File: config.mk
export PLATFORM = sky130hd
export DESIGN_NAME = floppy_drive_head_motor_control_flat
export DESIGN_NICKNAME = d
export VERILOG_FILES = /design/src/hdl/fdhm_pkg.sv /design/src/hdl/fdhm_req_if.sv /design/src/hdl/fdhm_rsp_if.sv /design/src/hdl/floppy_drive_head_motor_control.sv /design/src/flat_wrapper.sv
export SDC_FILE = /design/constraint.sdc
export NUM_CORES = 1
export LEC_CHECK = 0
export CAP_MARGIN = 25
export CORE_UTILIZATION = 60
export DETAILED_ROUTE_END_ITERATION = 12
export DONT_BUFFER_PORTS = 1
export PLACE_DENSITY = 0.73
export SKIP_LAST_GASP = 1
export SYNTH_ARGS = -nofsm -noshare
export SYNTH_HDL_FRONTEND = slang
export SYNTH_SLANG_ARGS = --single-unit
File: constraint.sdc
create_clock -name clock -period 4.4 [get_ports clock]
set_input_delay 0.88 -clock clock [delete_from_list [all_inputs] [get_ports clock]]
set_output_delay 0.88 -clock clock [all_outputs]
set_load 0.01 [all_outputs]
File: src/hdl/fdhm_pkg.sv
// ----------------------------------------------------------------------------
// fdhm_pkg
// Shared types and constants of the floppy drive head and motor control.
// ----------------------------------------------------------------------------
package fdhm_pkg;

   // item kinds on the request channel
   typedef enum logic [1:0] {
      REQ_TICK     = 2'd0,
      REQ_STEP     = 2'd1,
      REQ_TRANSFER = 2'd2,
      REQ_REINIT   = 2'd3
   } req_kind_type;

   // activity light codes
   localparam logic [1:0] LED_OFF     = 2'd0;
   localparam logic [1:0] LED_PENDING = 2'h1;
   localparam logic [1:0] LED_RUNNING = 2'h3;

   // head travel limits
   localparam logic [7:0] LOW_TRACK_LIMIT = 8'd80;
   localparam logic [7:0] DEFAULT_TOP     = 8'd81;
   localparam logic [7:0] CAP_TOP         = 8'd254;

   // register file: index of each register, byte address is 4 * index
   localparam int CSR_ADDR_W  = 5;
   localparam int CSR_INDEX_W = 3;
   localparam logic [CSR_INDEX_W-1:0] CSR_TRACK_COUNT       = 3'd0;
   localparam logic [CSR_INDEX_W-1:0] CSR_SIDE_COUNT        = 3'd1;
   localparam logic [CSR_INDEX_W-1:0] CSR_SECTORS_PER_TRACK = 3'd2;
   localparam logic [CSR_INDEX_W-1:0] CSR_DISK_PRESENT      = 3'd3;
   localparam logic [CSR_INDEX_W-1:0] CSR_SPIN_TIME         = 3'd4;
   localparam logic [CSR_INDEX_W-1:0] CSR_FLUSH_DELAY_LIMIT = 3'd5;

   // register reset values
   localparam logic [14:0] SPIN_TIME_RESET   = 15'd1000;
   localparam logic [15:0] FLUSH_DELAY_RESET = 16'd2000;

endpackage

File: src/hdl/fdhm_req_if.sv
// ----------------------------------------------------------------------------
// fdhm_req_if
// Request channel: one drive event per item.
// ----------------------------------------------------------------------------
interface fdhm_req_if;
   logic              valid;
   logic              ready;
   logic [1:0]        req_type;
   logic signed [7:0] step_amount;
   logic [7:0]        track_num;
   logic [7:0]        sector_num;
   logic              head_side;
   logic              motor_request;
   logic              track_dirty;

   modport source (
      output valid, req_type, step_amount, track_num, sector_num, head_side,
             motor_request, track_dirty,
      input  ready
   );
   modport sink (
      input  valid, req_type, step_amount, track_num, sector_num, head_side,
             motor_request, track_dirty,
      output ready
   );
endinterface

File: src/hdl/fdhm_rsp_if.sv
// ----------------------------------------------------------------------------
// fdhm_rsp_if
// Result channel: one result item for every request item.
// ----------------------------------------------------------------------------
interface fdhm_rsp_if;
   logic       valid;
   logic       ready;
   logic [1:0] led_code;
   logic       flush_request;
   logic       transfer_ok;
   logic [7:0] sector_index;
   logic [7:0] head_track;
   logic       motor_running;

   modport source (
      output valid, led_code, flush_request, transfer_ok, sector_index,
             head_track, motor_running,
      input  ready
   );
   modport sink (
      input  valid, led_code, flush_request, transfer_ok, sector_index,
             head_track, motor_running,
      output ready
   );
endinterface

File: src/hdl/floppy_drive_head_motor_control.sv
// ----------------------------------------------------------------------------
// floppy_drive_head_motor_control
// Head position, motor spin counter and transfer check of one floppy drive.
// ----------------------------------------------------------------------------
// Usage:
//   req_ch carries drive events (tick, head step, start transfer,
//   re-initialise). Every request item gives exactly one item on rsp_ch with
//   the light code, flush request, transfer verdict and the head and motor
//   state after the event.
//   The item is latched into an input register, then evaluated against the
//   drive state and written to the result register, from which it is
//   offered on rsp_ch. One item per cycle is taken sustained while rsp_ch
//   is ready; the limit is the state update (head, counter, motor) between
//   the two registers.
//   When rsp_ch stalls, the result register holds its item and the input
//   register holds one more; req_ch.ready drops only when both are full.
//   The APB port (psel/penable/pwrite/paddr/pwdata) sets the disk geometry
//   and timing; registers lie at byte address 4 * index, pready is always
//   high and writes belong in idle periods.
//   Reset (synchronous, active high) clears head, counter and motor, empties
//   both registers and loads the register reset values.
// ----------------------------------------------------------------------------
module floppy_drive_head_motor_control (
   input  logic                            clock,
   input  logic                            reset,
   fdhm_req_if.sink                        req_ch,
   fdhm_rsp_if.source                      rsp_ch,
   input  logic                            psel,
   input  logic                            penable,
   input  logic                            pwrite,
   input  logic [fdhm_pkg::CSR_ADDR_W-1:0] paddr,
   input  logic [31:0]                     pwdata,
   output logic [31:0]                     prdata,
   output logic                            pready
);
   import fdhm_pkg::*;

   // configuration registers
   logic [7:0]  track_count_ff;
   logic [1:0]  side_count_ff;
   logic [7:0]  sectors_per_track_ff;
   logic        disk_present_ff;
   logic [14:0] spin_time_ff;
   logic [15:0] flush_delay_limit_ff;

   // drive state
   logic [7:0]  head_ff, head_in;
   logic [15:0] cnt_ff, cnt_in;
   logic        motor_ff, motor_in;

   // input register
   logic              in_valid_ff;
   logic [1:0]        type_ff;
   logic signed [7:0] amount_ff;
   logic [7:0]        track_ff;
   logic [7:0]        sector_ff;
   logic              side_ff;
   logic              mreq_ff;
   logic              dirty_ff;

   // result register
   logic        out_valid_ff;
   logic [1:0]  led_ff, led_in;
   logic        flush_ff, flush_in;
   logic        ok_ff, ok_in;
   logic [7:0]  index_ff, index_in;
   logic [7:0]  htrack_ff;
   logic        mrun_ff;

   logic [CSR_INDEX_W-1:0] csr_index;
   logic        csr_write;
   logic        advance;
   logic [15:0] spin_ext;
   logic [15:0] cnt_dec;
   logic [7:0]  top_limit;
   logic signed [9:0] step_sum;

   // ---------------- configuration port ----------------
   assign pready    = 1'b1;
   assign csr_index = paddr[CSR_ADDR_W-1:2];
   assign csr_write = psel && penable && pwrite;

   always_ff @(posedge clock) begin
      if (reset) begin
         track_count_ff       <= '0;
         side_count_ff        <= '0;
         sectors_per_track_ff <= '0;
         disk_present_ff      <= 1'b0;
         spin_time_ff         <= SPIN_TIME_RESET;
         flush_delay_limit_ff <= FLUSH_DELAY_RESET;
      end else if (csr_write) begin
         case (csr_index)
            CSR_TRACK_COUNT:       track_count_ff       <= pwdata[7:0];
            CSR_SIDE_COUNT:        side_count_ff        <= pwdata[1:0];
            CSR_SECTORS_PER_TRACK: sectors_per_track_ff <= pwdata[7:0];
            CSR_DISK_PRESENT:      disk_present_ff      <= pwdata[0];
            CSR_SPIN_TIME:         spin_time_ff         <= pwdata[14:0];
            CSR_FLUSH_DELAY_LIMIT: flush_delay_limit_ff <= pwdata[15:0];
            default: ;
         endcase
      end
   end

   // register readback
   always_comb begin
      case (csr_index)
         CSR_TRACK_COUNT:       prdata = {24'd0, track_count_ff};
         CSR_SIDE_COUNT:        prdata = {30'd0, side_count_ff};
         CSR_SECTORS_PER_TRACK: prdata = {24'd0, sectors_per_track_ff};
         CSR_DISK_PRESENT:      prdata = {31'd0, disk_present_ff};
         CSR_SPIN_TIME:         prdata = {17'd0, spin_time_ff};
         CSR_FLUSH_DELAY_LIMIT: prdata = {16'd0, flush_delay_limit_ff};
         default:               prdata = '0;
      endcase
   end

   // ---------------- handshake ----------------
   // the held item moves on when the result register is free or draining
   assign advance      = in_valid_ff && (!out_valid_ff || rsp_ch.ready);
   assign req_ch.ready = !in_valid_ff || advance;

   always_ff @(posedge clock) begin
      if (reset) begin
         in_valid_ff <= 1'b0;
      end else if (req_ch.ready) begin
         in_valid_ff <= req_ch.valid;
      end
   end

   always_ff @(posedge clock) begin
      if (req_ch.valid && req_ch.ready) begin
         type_ff   <= req_ch.req_type;
         amount_ff <= req_ch.step_amount;
         track_ff  <= req_ch.track_num;
         sector_ff <= req_ch.sector_num;
         side_ff   <= req_ch.head_side;
         mreq_ff   <= req_ch.motor_request;
         dirty_ff  <= req_ch.track_dirty;
      end
   end

   // ---------------- event evaluation ----------------
   assign spin_ext = {1'b0, spin_time_ff};
   assign cnt_dec  = cnt_ff - 16'd1;
   assign step_sum = $signed({2'b00, head_ff}) + 10'(amount_ff);

   // upper head limit from the track count
   always_comb begin
      if (track_count_ff > LOW_TRACK_LIMIT) begin
         top_limit = (track_count_ff < CAP_TOP) ? track_count_ff + 8'd1 : CAP_TOP;
      end else begin
         top_limit = DEFAULT_TOP;
      end
   end

   always_comb begin
      head_in  = head_ff;
      cnt_in   = cnt_ff;
      motor_in = motor_ff;
      led_in   = LED_OFF;
      flush_in = 1'b0;
      ok_in    = 1'b0;
      index_in = '0;
      case (req_kind_type'(type_ff))
         REQ_TICK: begin
            if (cnt_ff == '0) begin
               led_in = LED_OFF;
            end else if (cnt_ff > spin_ext) begin
               // delayed flush pending
               if (!dirty_ff) begin
                  cnt_in = '0;
               end else if (cnt_dec == spin_ext) begin
                  flush_in = 1'b1;
                  cnt_in   = '0;
               end else begin
                  cnt_in = cnt_dec;
                  led_in = LED_PENDING;
               end
            end else if (mreq_ff) begin
               // spin up toward spin_time
               if (cnt_ff < spin_ext) begin
                  cnt_in = cnt_ff + 16'd1;
               end
               led_in = LED_RUNNING;
            end else if (cnt_dec == '0) begin
               // spin-down finished
               motor_in = 1'b0;
               if (dirty_ff) begin
                  cnt_in = flush_delay_limit_ff;
                  led_in = LED_PENDING;
               end else begin
                  cnt_in = '0;
               end
            end else begin
               cnt_in = cnt_dec;
               led_in = LED_RUNNING;
            end
         end
         REQ_STEP: begin
            if (step_sum < 10'sd0) begin
               head_in = '0;
            end else if (step_sum > $signed({2'b00, top_limit})) begin
               head_in = top_limit;
            end else begin
               head_in = step_sum[7:0];
            end
         end
         REQ_TRANSFER: begin
            if (motor_ff && (head_ff < track_count_ff) &&
                ({1'b0, side_ff} < side_count_ff) && (head_ff == track_ff) &&
                (sector_ff != '0) && (sector_ff <= sectors_per_track_ff)) begin
               ok_in    = 1'b1;
               index_in = sector_ff - 8'd1;
            end
         end
         REQ_REINIT: begin
            flush_in = dirty_ff;
            head_in  = '0;
            motor_in = disk_present_ff;
            cnt_in   = disk_present_ff ? spin_ext : '0;
         end
         default: ;
      endcase
   end

   // drive state update as the item completes
   always_ff @(posedge clock) begin
      if (reset) begin
         head_ff  <= '0;
         cnt_ff   <= '0;
         motor_ff <= 1'b0;
      end else if (advance) begin
         head_ff  <= head_in;
         cnt_ff   <= cnt_in;
         motor_ff <= motor_in;
      end
   end

   // ---------------- result register ----------------
   always_ff @(posedge clock) begin
      if (reset) begin
         out_valid_ff <= 1'b0;
      end else if (advance) begin
         out_valid_ff <= 1'b1;
      end else if (rsp_ch.ready) begin
         out_valid_ff <= 1'b0;
      end
   end

   always_ff @(posedge clock) begin
      if (advance) begin
         led_ff    <= led_in;
         flush_ff  <= flush_in;
         ok_ff     <= ok_in;
         index_ff  <= index_in;
         htrack_ff <= head_in;
         mrun_ff   <= motor_in;
      end
   end

   assign rsp_ch.valid         = out_valid_ff;
   assign rsp_ch.led_code      = led_ff;
   assign rsp_ch.flush_request = flush_ff;
   assign rsp_ch.transfer_ok   = ok_ff;
   assign rsp_ch.sector_index  = index_ff;
   assign rsp_ch.head_track    = htrack_ff;
   assign rsp_ch.motor_running = mrun_ff;

   // ---------------- assertions ----------------
   // head never leaves the travel range
   a_head_range: assert property (@(posedge clock) disable iff (reset)
      head_ff <= CAP_TOP)
      else $error("head position beyond top limit");

   // a re-initialise item brings the head home
   a_reinit_home: assert property (@(posedge clock) disable iff (reset)
      advance && (type_ff == REQ_REINIT) |=> head_ff == '0)
      else $error("head not home after re-initialise");

   // an accepted transfer needs a running motor
   a_ok_motor: assert property (@(posedge clock) disable iff (reset)
      out_valid_ff && ok_ff |-> mrun_ff)
      else $error("transfer accepted with motor stopped");

   // a stalled result is not overwritten
   a_hold: assert property (@(posedge clock) disable iff (reset)
      out_valid_ff && !rsp_ch.ready |=> out_valid_ff && $stable(htrack_ff)
         && $stable(led_ff) && $stable(index_ff))
      else $error("stalled result changed");

   // a counter at rest gives a dark light
   a_light_idle: assert property (@(posedge clock) disable iff (reset)
      advance && (type_ff == REQ_TICK) && (cnt_ff == '0) |=> led_ff == LED_OFF)
      else $error("light on with idle counter");

endmodule
File: src/flat_wrapper.sv
// flat-port wrapper written by rule: the top's interface ports become plain ports
module floppy_drive_head_motor_control_flat import fdhm_pkg::*;
  (clock, reset, psel, penable, pwrite, paddr, pwdata, prdata, pready, req_ch_valid, req_ch_req_type, req_ch_step_amount, req_ch_track_num, req_ch_sector_num, req_ch_head_side, req_ch_motor_request, req_ch_track_dirty, req_ch_ready, rsp_ch_valid, rsp_ch_led_code, rsp_ch_flush_request, rsp_ch_transfer_ok, rsp_ch_sector_index, rsp_ch_head_track, rsp_ch_motor_running, rsp_ch_ready);
  fdhm_req_if req_ch_i ();
  fdhm_rsp_if rsp_ch_i ();
  input  logic clock;
  input  logic reset;
  input  logic psel;
  input  logic penable;
  input  logic pwrite;
  input  logic [fdhm_pkg::CSR_ADDR_W-1:0] paddr;
  input  logic [31:0] pwdata;
  output logic [31:0] prdata;
  output logic pready;
  input wire logic [$bits(req_ch_i.valid)-1:0] req_ch_valid;
  input wire logic [$bits(req_ch_i.req_type)-1:0] req_ch_req_type;
  input wire logic [$bits(req_ch_i.step_amount)-1:0] req_ch_step_amount;
  input wire logic [$bits(req_ch_i.track_num)-1:0] req_ch_track_num;
  input wire logic [$bits(req_ch_i.sector_num)-1:0] req_ch_sector_num;
  input wire logic [$bits(req_ch_i.head_side)-1:0] req_ch_head_side;
  input wire logic [$bits(req_ch_i.motor_request)-1:0] req_ch_motor_request;
  input wire logic [$bits(req_ch_i.track_dirty)-1:0] req_ch_track_dirty;
  output wire logic [$bits(req_ch_i.ready)-1:0] req_ch_ready;
  output wire logic [$bits(rsp_ch_i.valid)-1:0] rsp_ch_valid;
  output wire logic [$bits(rsp_ch_i.led_code)-1:0] rsp_ch_led_code;
  output wire logic [$bits(rsp_ch_i.flush_request)-1:0] rsp_ch_flush_request;
  output wire logic [$bits(rsp_ch_i.transfer_ok)-1:0] rsp_ch_transfer_ok;
  output wire logic [$bits(rsp_ch_i.sector_index)-1:0] rsp_ch_sector_index;
  output wire logic [$bits(rsp_ch_i.head_track)-1:0] rsp_ch_head_track;
  output wire logic [$bits(rsp_ch_i.motor_running)-1:0] rsp_ch_motor_running;
  input wire logic [$bits(rsp_ch_i.ready)-1:0] rsp_ch_ready;
  assign req_ch_i.valid = req_ch_valid;
  assign req_ch_i.req_type = req_ch_req_type;
  assign req_ch_i.step_amount = req_ch_step_amount;
  assign req_ch_i.track_num = req_ch_track_num;
  assign req_ch_i.sector_num = req_ch_sector_num;
  assign req_ch_i.head_side = req_ch_head_side;
  assign req_ch_i.motor_request = req_ch_motor_request;
  assign req_ch_i.track_dirty = req_ch_track_dirty;
  assign req_ch_ready = req_ch_i.ready;
  assign rsp_ch_valid = rsp_ch_i.valid;
  assign rsp_ch_led_code = rsp_ch_i.led_code;
  assign rsp_ch_flush_request = rsp_ch_i.flush_request;
  assign rsp_ch_transfer_ok = rsp_ch_i.transfer_ok;
  assign rsp_ch_sector_index = rsp_ch_i.sector_index;
  assign rsp_ch_head_track = rsp_ch_i.head_track;
  assign rsp_ch_motor_running = rsp_ch_i.motor_running;
  assign rsp_ch_i.ready = rsp_ch_ready;
  floppy_drive_head_motor_control u_core (.clock(clock), .reset(reset), .req_ch(req_ch_i), .rsp_ch(rsp_ch_i), .psel(psel), .penable(penable), .pwrite(pwrite), .paddr(paddr), .pwdata(pwdata), .prdata(prdata), .pready(pready));
endmodule
After elaboration in Yosys (flattened, before gate mapping):

Cells that the tools add are included.

* bits of input ports: 73
* register bits: 127
* output and inout bits: 56
* logic and storage cells: 115

* reductions and logical operators: 29
* magnitude comparators: 9
* muxes and demuxes: 35
* equality and inequality tests: 12
* add/sub/neg operators: 5
* bitwise operators: 1

Operators by type and width (number)
* 16-bit 2-to-1 mux: 8
* 16-bit one-hot mux with 6 select lines: 1
* 16-bit logical NOT: 2
* 8-bit 2-to-1 mux: 4
* 16-bit one-hot mux with 2 select lines: 1
* 16-bit by 1-bit adder with 16-bit output (second input constant): 1
* 16-bit by 15-bit == test with 1-bit output: 1
* 16-bit by 15-bit > comparator with 1-bit output: 1
* 16-bit by 15-bit less-than comparator with 1-bit output: 1
* 8-bit one-hot mux with 2 select lines: 1
* 16-bit by 1-bit subtractor with 16-bit output (second input constant): 1
* 15-bit 2-to-1 mux: 1
* 2-bit AND reduction: 7
* 1-bit 2-to-1 mux: 13
* 9-bit by 8-bit adder with 10-bit output: 1
* 10-bit by 9-bit > comparator with 1-bit output: 1
* 10-bit by 1-bit less-than comparator with 1-bit output (second input constant): 1
* 1-bit logical AND: 9
* 8-bit by 1-bit adder with 8-bit output (second input constant): 1
* 8-bit == test: 1
* 8-bit by 7-bit > comparator with 1-bit output (second input constant): 1
* 8-bit <= comparator: 1
* 8-bit less-than comparator: 1
* 8-bit less-than comparator (second input constant): 1
* other kinds (20): 30

Logic depth before layout (Yosys ltp):

Gate-level depths: netlist (run 1).

* word-level depth: 7
* gate-level depth with buffers: 17
* gate-level depth less buffers: 17

Least setup slack after synthesis (run 1):

No wires, ideal clock.

* path kind: flip-flop to flip-flop
* from: register u_core.amount_ff[0]
* to: register u_core.head_ff[1]
* arrival: 3773 ps
* clock period less this slack: 3831 ps
* cell stages (with the launch flop): 17
* setup slack: 569 ps
* buffers on the path: 0
* library setup time: 58 ps
* required time: 4342 ps
* cells stage by stage: edfxtp_1 -> ha_1 -> fa_1 -> a211oi_1 -> nor2_1 -> o21a_1 -> nor2_1 -> xnor2_1 -> ha_1 -> a211oi_1 -> nand2_1 -> o2bb2ai_1 -> a21oi_1 -> mux2i_1 -> mux2_2 -> o21ai_0 -> o21a_1

* word-level cells in the longest chain between the ends: 5
* elaborated cells between the ends (all ways): 6
* those cells by class: add/sub: 1; order compare: 2; mux: 3

RTL lines
* start: declaration: RTL line floppy_drive_head_motor_control.sv:54 `logic signed [7:0] amount_ff;`
* start signal: assignment: RTL line floppy_drive_head_motor_control.sv:133 `amount_ff <= req_ch.step_amount;`
* 9-bit by 8-bit adder with 10-bit output (*): RTL line floppy_drive_head_motor_control.sv:145 `assign step_sum = $signed({2'b00, head_ff}) + 10'(amount_ff);`
* 10-bit by 9-bit > comparator with 1-bit output: RTL line floppy_drive_head_motor_control.sv:202 `end else if (step_sum > $signed({2'b00, top_limit})) begin`
* 8-bit 2-to-1 mux: RTL line floppy_drive_head_motor_control.sv:202
* 8-bit 2-to-1 mux (*): RTL line floppy_drive_head_motor_control.sv:200 `if (step_sum < 10'sd0) begin`
* 8-bit one-hot mux with 2 select lines (*): RTL line floppy_drive_head_motor_control.sv:164 `case (req_kind_type'(type_ff))`
* via u_core.head_in[1]: RTL line floppy_drive_head_motor_control.sv:47 `logic [7:0] head_ff, head_in;`
* end signal: assignment: RTL line floppy_drive_head_motor_control.sv:233 `head_ff <= head_in;`
* end: declaration: RTL line floppy_drive_head_motor_control.sv:47

The timed path passes the listed nets; every way through them passes the cells marked *.
A chain may end at the register's enable or synchronous reset.

Worst setup path after layout (run 1):

* from: register u_core.cnt_ff[0]
* to: register u_core.cnt_ff[1]

* word-level cells in the longest chain between the ends: 7
* elaborated cells between the ends (all ways): 18
* those cells by class: add/sub: 2; order compare: 2; eq/ne: 3; mux: 8; reduce/logical: 3

RTL lines
* start: declaration: RTL line floppy_drive_head_motor_control.sv:48 `logic [15:0] cnt_ff, cnt_in;`
* start signal: assignment: RTL line floppy_drive_head_motor_control.sv:234 `cnt_ff <= cnt_in;`
* 16-bit by 1-bit subtractor with 16-bit output: RTL line floppy_drive_head_motor_control.sv:144 `assign cnt_dec = cnt_ff - 16'd1;`
* 16-bit by 15-bit == test with 1-bit output or 16-bit logical NOT (tied branches): RTL line floppy_drive_head_motor_control.sv:172, floppy_drive_head_motor_control.sv:185
* 16-bit 2-to-1 mux, on equally long branches: RTL line floppy_drive_head_motor_control.sv:172, floppy_drive_head_motor_control.sv:185
* 16-bit 2-to-1 mux, on equally long branches: RTL line floppy_drive_head_motor_control.sv:170, floppy_drive_head_motor_control.sv:179
* 16-bit 2-to-1 mux: RTL line floppy_drive_head_motor_control.sv:168 `end else if (cnt_ff > spin_ext) begin`
* 16-bit 2-to-1 mux: RTL line floppy_drive_head_motor_control.sv:166 `if (cnt_ff == '0) begin`
* 16-bit one-hot mux with 2 select lines: RTL line floppy_drive_head_motor_control.sv:164

Parallel ways exist; a longest one is shown, timed or not. The select of a mux whose other input is x is not followed.

==> run_results.csv, run 1 <==
group,metric,value,unit
routing,drt_iter0_markers,685,
critical_path,critPathMaxFanout,9,
clock_network,cts_setup_buffers,0,
status,outcome,"complete, no violations",
sta,timing.final.crit_period,4000,ps
yosys,synth-main-ff-cell,"dfxtp_1",
grt,gr-total-overflow,0,
routing,finalWirelength,23100,um
yosys,ys_warn_count,0,
routing,num_vias,7439,
clock_network,clkSlewWorstSetupHoldPaths,60,ps
clock_network,cts_sinks,127,
power_and_ir_drop,p_leak,3.74,nW
grt,grt_pass1_vias,6747,
yosys,avgSynthCellArea,8.77,um2
sta,rsz0062_at_grt,"false",
final_layout,fin_nets,1125,
yosys,yosysTopAreaCellShare,17.5,%
placed_design,port-buffer-count,0,
critical_path,r2r-end,"u_core.cnt_ff[1]",
sta,skew,18.7,ps
grt,antenna_found_initial,0,
floorplan,ioPinCount,129,
routing,antenna_left,0,
grt,grt_max_degree,81,
critical_path,critPathKind,"flop to flop",
sta,slew-limit-headroom,34.9,%
floorplan,die_h,123,um
critical_path,worstPathArrival,4340,ps
placed_design,hpwlAfterDp,16700,um
floorplan,die_w,123,um
yosys,netlist.top_cell.by_area,"dfxtp_1",
grt,track_usage,31.6,%
final_layout,post-route-util,66.7,%
sta,period_share,91.0,%
yosys,synth_edf_count,50,
grt,grt_first_pass_wirelength,36000,um
clock_network,postCtsHoldBufs,0,
routing,drc,0,
worst_hold_path,holdPathStages,2,
clock_network,h-tree-depth,4,
yosys,yosysMostFrequentCell,"nor2_1",
placed_design,gp_congestion,0.977,
sta,setup_viol,0,
sta,fin_setup_tns,0,ps
clock_network,clock_latency,430,ps
critical_path,worstReg2RegStart,"u_core.cnt_ff[0]",
final_layout,num-fill-cells,1195,
critical_path,worst_r2r_path_depth,9,
final_layout,fin_cells,1188,
floorplan,core_area,14100,um2
sta,max_slew.worst_pin.slew,970,ps
routing,avgViaCountPerCell,6.26,
sta,drv_slew,0,
worst_hold_path,hold_start,"u_core.flush_delay_limit_ff[1]",
routing,wl_per_cell,19.4,um
routing,first_pass_iters,5,
critical_path,r2r_setup_slack,400,ps
sta,fmax,0.250,GHz
sta,whs,487,ps
final_layout,n_antenna_cell,0,
power_and_ir_drop,power-per-cell-area,365,nW/um2
yosys,async_reset_ff_share,0,%
yosys,synth_common_cells,"nor2_1, nand2_1, dfxtp_1",
clock_network,postCtsResizedCells,0,
floorplan,die-area,15200,um2
power_and_ir_drop,ir_drop,0.000240,V
clock_network,cts_made_buffers,17,
yosys,yosysUniqueCellTypes,84,
yosys,synth_seq_cells,127,
sta,finalHoldViolCount,0,
yosys,netlist_area,8830,um2
floorplan,num_rows,43,
final_layout,drive_gt1_share,9.03,%
placed_design,place_inst,1156,
placed_design,dpl_cell_area,8840,um2
clock_network,cts.path.max_buffers,2,
worst_hold_path,min_to,"u_core.flush_delay_limit_ff[1]",
yosys,synth.yosys.seq_area_share,34.5,%
flow_run,drv_cap,0,
final_layout,final_area,9410,um2
yosys,synth_area_leaders,"dfxtp_1, edfxtp_1, ha_1, mux2i_1, nor2_1",
final_layout,area_growth,6.56,%
clock_network,cts_root_buf,"clkbuf_16",
critical_path,critPathRequiredTime,4740,ps
critical_path,end_kind,"flop",
critical_path,critPathLaunchType,"flop",
yosys,syn_inst,1007,
worst_hold_path,hp-class,"flop to flop",
floorplan,initial_core_util,62.6,%
clock_network,cts_tree,"built",
## how the worst max path moves through the flow
stage | to | slack [ps] | depth (start not counted) | from
2_1_floorplan | u_core.head_ff[1] | 570 | 16 | u_core.amount_ff[0]
3_3_place_gp | u_core.cnt_ff[1] | 500 | 10 | u_core.cnt_ff[0]
3_5_place_dp | u_core.rsp_ch.head_track[2] | 470 | 16 | u_core.amount_ff[0]
4_1_cts | u_core.rsp_ch.head_track[2] | 430 | 16 | u_core.amount_ff[0]
5_1_grt | u_core.rsp_ch.head_track[2] | 70 | 17 | u_core.track_count_ff[2]
6_report | u_core.cnt_ff[1] | 400 | 9 | u_core.cnt_ff[0]
## power breakdown
group / internal, W / total, W / switching, W
clock: 0.000785 / 0.00136 / 0.000573
sequential: 0.00127 / 0.00132 / 0.0000543
combinational: 0.000324 / 0.000748 / 0.000423
## sequential cells by signal, indices dropped and copies added, names as in the netlist, 2 cells and up
signal	count
u_core.rsp_ch.led_code	2
u_core.cnt_ff	16
u_core.type_ff	2
u_core.head_ff	8
u_core.rsp_ch.sector_index	8
u_core.sector_ff	8
u_core.track_ff	8
u_core.rsp_ch.head_track	8
u_core.track_count_ff	8
u_core.amount_ff	8
u_core.spin_time_ff	15
u_core.sectors_per_track_ff	8
u_core.side_count_ff	2
u_core.flush_delay_limit_ff	16
## metal layers
metal	wire length, um	global-route usage, %
met1	10600	46.2
met2	9760	44.3
met3	2210	8.39
met4	519	11.2
met5	0	0
## worst max-delay path, stage by stage, from the launching register on
cell	delay (ps)
dfxtp_1	390
or4_1	790
or4_2	670
xor2_1	210
nand2_1	170
or4_4	620
a21oi_1	380
a21oi_1	120
or3_1	370
a221oi_2	210
## cells by family after synthesis
family,count (synthesis),share of synthesized area [%]
AO/OA/AOI/OAI,225,17.1
XOR/XNOR,53,5.26
adder cells (fa/ha/maj),57,8.16
buffers and inverters,127,7.95
flip-flops,127,34.5
multiplexers,56,6.41
other,2,0.0851
AND/OR/NAND/NOR,360,20.6
## cell usage in the layout (no fill, tap or decap), drive strengths merged, types with 25 or more instances in the layout
cell type  synthesis  layout
mux2i             52      52
a21oi             61      61
nand2             86      86
buf               35      32
inv               47      53
dfxtp             77      77
xnor2             36      36
nor2             100     100
nand3             25      25
o21ai             40      40
edfxtp            50      50
ha                56      56
nor3              33      33
## area by class of cell
class | count | area (um2) | area share, %
clock inverters | 15 | 136 | 1.45
clock buffers | 17 | 425 | 4.52
well taps | 180 | 225 | 2.39
multi-input cells | 768 | 5150 | 54.7
flip-flops and latches | 127 | 3040 | 32.3
repair buffers | 32 | 244 | 2.59
inverters | 49 | 184 | 1.96
## stage by stage
stage / total power (W) / setup slack [ps]
finish: 0.00343 / 396
detailed placement: 0.00208 / 474
CTS: 0.00343 / 430
global placement: 0.00207 / 498
floorplan: 0.00196 / 569
global route: 0.00357 / 67.0
Note: power is estimated with default switching activity, not from simulation.
==> run 2, diff against run 1 <==
clock period = 4.7 ns   (was 4.4 ns; I/O delays follow)
==> run 2 against run 1 <==
  * Critical endpoint unchanged
  * Sequential cell count unchanged
  * Critical path type unchanged
  * Utilization fell by 0.61 points
  * Die area did not move
  * Final cell count decreased by 1.2%
  * Clock power decreased by 3%
  * Critical path depth stayed put
  * Largest power group unchanged
==> run_results.csv, run 2 (same netlist as run 1, synthesis figures left out) <==
group,metric,value,unit
sta,period_share,86.9,%
routing,wl_per_cell,19.8,um
worst_hold_path,holdPathStages,2,
sta,slew-limit-headroom,28.3,%
routing,finalWirelength,23300,um
floorplan,num_rows,43,
power_and_ir_drop,p_seq_share,38.4,%
sta,skew,9.79,ps
critical_path,critPathBufInv,0,
floorplan,die_w,123,um
critical_path,crit_chain,"or4_1, or4_2, xor2_1, nand2_1, or4_4, a21oi_1, a21oi_1, or3_1, a221oi_2",
critical_path,cpPeakStageDelay,790,ps
routing,num_vias,7455,
critical_path,r2r_setup_slack,610,ps
grt,grt_pass1_vias,6811,
placed_design,gp_congestion,0.998,
critical_path,crit_family,"simple AND/OR/NAND/NOR gates",
clock_network,postCtsHoldBufs,0,
status,outcome,"complete, no violations",
critical_path,critPathSlowestCell,"or4_1",
floorplan,initial_core_util,62.6,%
final_layout,n_antenna_cell,0,
grt,gr-total-overflow,0,
critical_path,end_kind,"flop",
critical_path,worstPathArrival,4420,ps
sta,setup_viol,0,
clock_network,clock_latency,420,ps
grt,track_usage,32.0,%
floorplan,ioPinCount,129,
critical_path,critPathRequiredTime,5030,ps
critical_path,critPathMaxFanout,14,
final_layout,area_growth,5.58,%
grt,antenna_found_initial,0,
clock_network,cts_tree,"built",
routing,drt_iter0_markers,705,
power_and_ir_drop,ir_drop,0.000310,V
routing,antenna_left,0,
routing,drc,0,
power_and_ir_drop,power_frac_clock,40.6,%
final_layout,drive_gt1_share,7.65,%
sta,fmax,0.245,GHz
final_layout,layout_common_cells,"nor2_1, nand2_1, dfxtp_1, a21oi_1, ha_1",
floorplan,core_area,14100,um2
power_and_ir_drop,switchingPower,0.000981,W
worst_hold_path,min_to,"u_core.flush_delay_limit_ff[3]",
final_layout,fin_nets,1111,
placed_design,preCtsSetupSlack,722,ps
routing,avgViaCountPerCell,6.35,
sta,fin_setup_tns,0,ps
clock_network,cts_sinks,127,
grt,grt_first_pass_wirelength,36500,um
critical_path,critPathLaunchType,"flop",
worst_hold_path,hp-class,"flop to flop",
clock_network,clkSlewWorstSetupHoldPaths,60,ps
power_and_ir_drop,p_sw_share,30.2,%
clock_network,cts_made_buffers,17,
sta,drv_slew,0,
critical_path,worst_r2r_path_depth,9,
clock_network,cts.path.max_buffers,2,
final_layout,layout_commonest_cell,"nor2_1",
floorplan,die-area,15200,um2
critical_path,r2r-end,"u_core.cnt_ff[1]",
clock_network,postCtsResizedCells,0,
sta,timing.final.crit_period,4090,ps
flow_run,drv_cap,0,
placed_design,hpwlAfterDp,16600,um
final_layout,top_regs,"u_core.cnt_ff: 16 flops, u_core.flush_delay_limit_ff: 16 flops, u_core.spin_time_ff: 15 flops",
power_and_ir_drop,p_leak,3.67,nW
power_and_ir_drop,power-per-cell-area,349,nW/um2
sta,max_slew.worst_pin.slew,1070,ps
floorplan,die_h,123,um
critical_path,worstReg2RegStart,"u_core.cnt_ff[2]",
sta,timing.final.ws_setup,614,ps
power_and_ir_drop,combinationalPowerShare,21.0,%
placed_design,port-buffer-count,0,
clock_network,cts_root_buf,"clkbuf_16",
sta,rsz0062_at_grt,"false",
power_and_ir_drop,internal-power,0.00227,W
critical_path,critPathKind,"flop to flop",
grt,grt_max_degree,81,
sta,finalHoldViolCount,0,
clock_network,cts_setup_buffers,0,
critical_path,path_common_cell,"a21oi_1",
worst_hold_path,hold_start,"u_core.flush_delay_limit_ff[3]",
clock_network,h-tree-depth,4,
routing,first_pass_iters,7,
-- run 2: changes by cell type in the layout (fill, tap and decap cells not counted), sizes merged --
cell      change
clkinvlp      +1
clkinv        -2
buf          -14
bufinv        +1
-- run 2: area by class of cell --
class,count,area [um2]
Clock inverter,15,159
Sequential cell,127,3040
Inverter,49,184
Timing Repair Buffer,18,135
Tap cell,180,225
Clock buffer,17,425
Multi-Input combinational cell,768,5150
Fill cell,1208,4780
-- run 2: through the flow --
| stage | power, W | instances | hold WS, ps | instance area, um2 | util, % |
|---|---|---|---|---|---|
| after global routing | 0.00339 | 1174 | 504 | 9320 | 66.1 |
| after CTS | 0.00325 | 1174 | 486 | 9320 | 66.1 |
| final | 0.00325 | 1174 | 493 | 9320 | 66.1 |
| after floorplan | 0.00184 | 1022 | 441 | 8880 | - |
| after global placement | 0.00193 | 1142 | 472 | 8740 | 62.0 |
| after detailed placement | 0.00194 | 1142 | 479 | 8740 | 62.0 |
-- run 2: worst max-delay path by stage --
stage	depth (start not counted)	from	slack [ps]	endpoint
after floorplan	16	u_core.amount_ff[0]	870	u_core.head_ff[1]
after global placement	9	u_core.cnt_ff[2]	740	u_core.cnt_ff[1]
after detailed placement	9	u_core.cnt_ff[2]	720	u_core.cnt_ff[1]
after CTS	9	u_core.cnt_ff[2]	670	u_core.cnt_ff[1]
after global routing	18	u_core.track_count_ff[2]	430	u_core.head_ff[2]
final	9	u_core.cnt_ff[2]	610	u_core.cnt_ff[1]
-- run 2: routing by layer --
layer	vias up	share of wire [%]	global-route usage (%)
li1	3569	-	-
met1	3498	44	44.7
met2	344	43	46.7
met3	44	11	9.18
met4	0	2.3	12.1
met5	-	0	0
-- run 2: worst register-to-register path: stages (launching register included) --
cell	delay (ps)
dfxtp_1	460
or4_1	790
or4_2	680
xor2_1	210
nand2_1	160
or4_4	610
a21oi_1	410
a21oi_1	120
or3_1	360
a221oi_2	200
-- run 2: power by group through the flow --
stage	clock network, W	logic, W	registers (W)
after CTS	0.00133	0.000672	0.00125
final	0.00132	0.000682	0.00125
after global routing	0.00138	0.000749	0.00125
after global placement	0	0.000656	0.00127
after floorplan	0	0.000596	0.00124
after detailed placement	0	0.000665	0.00127
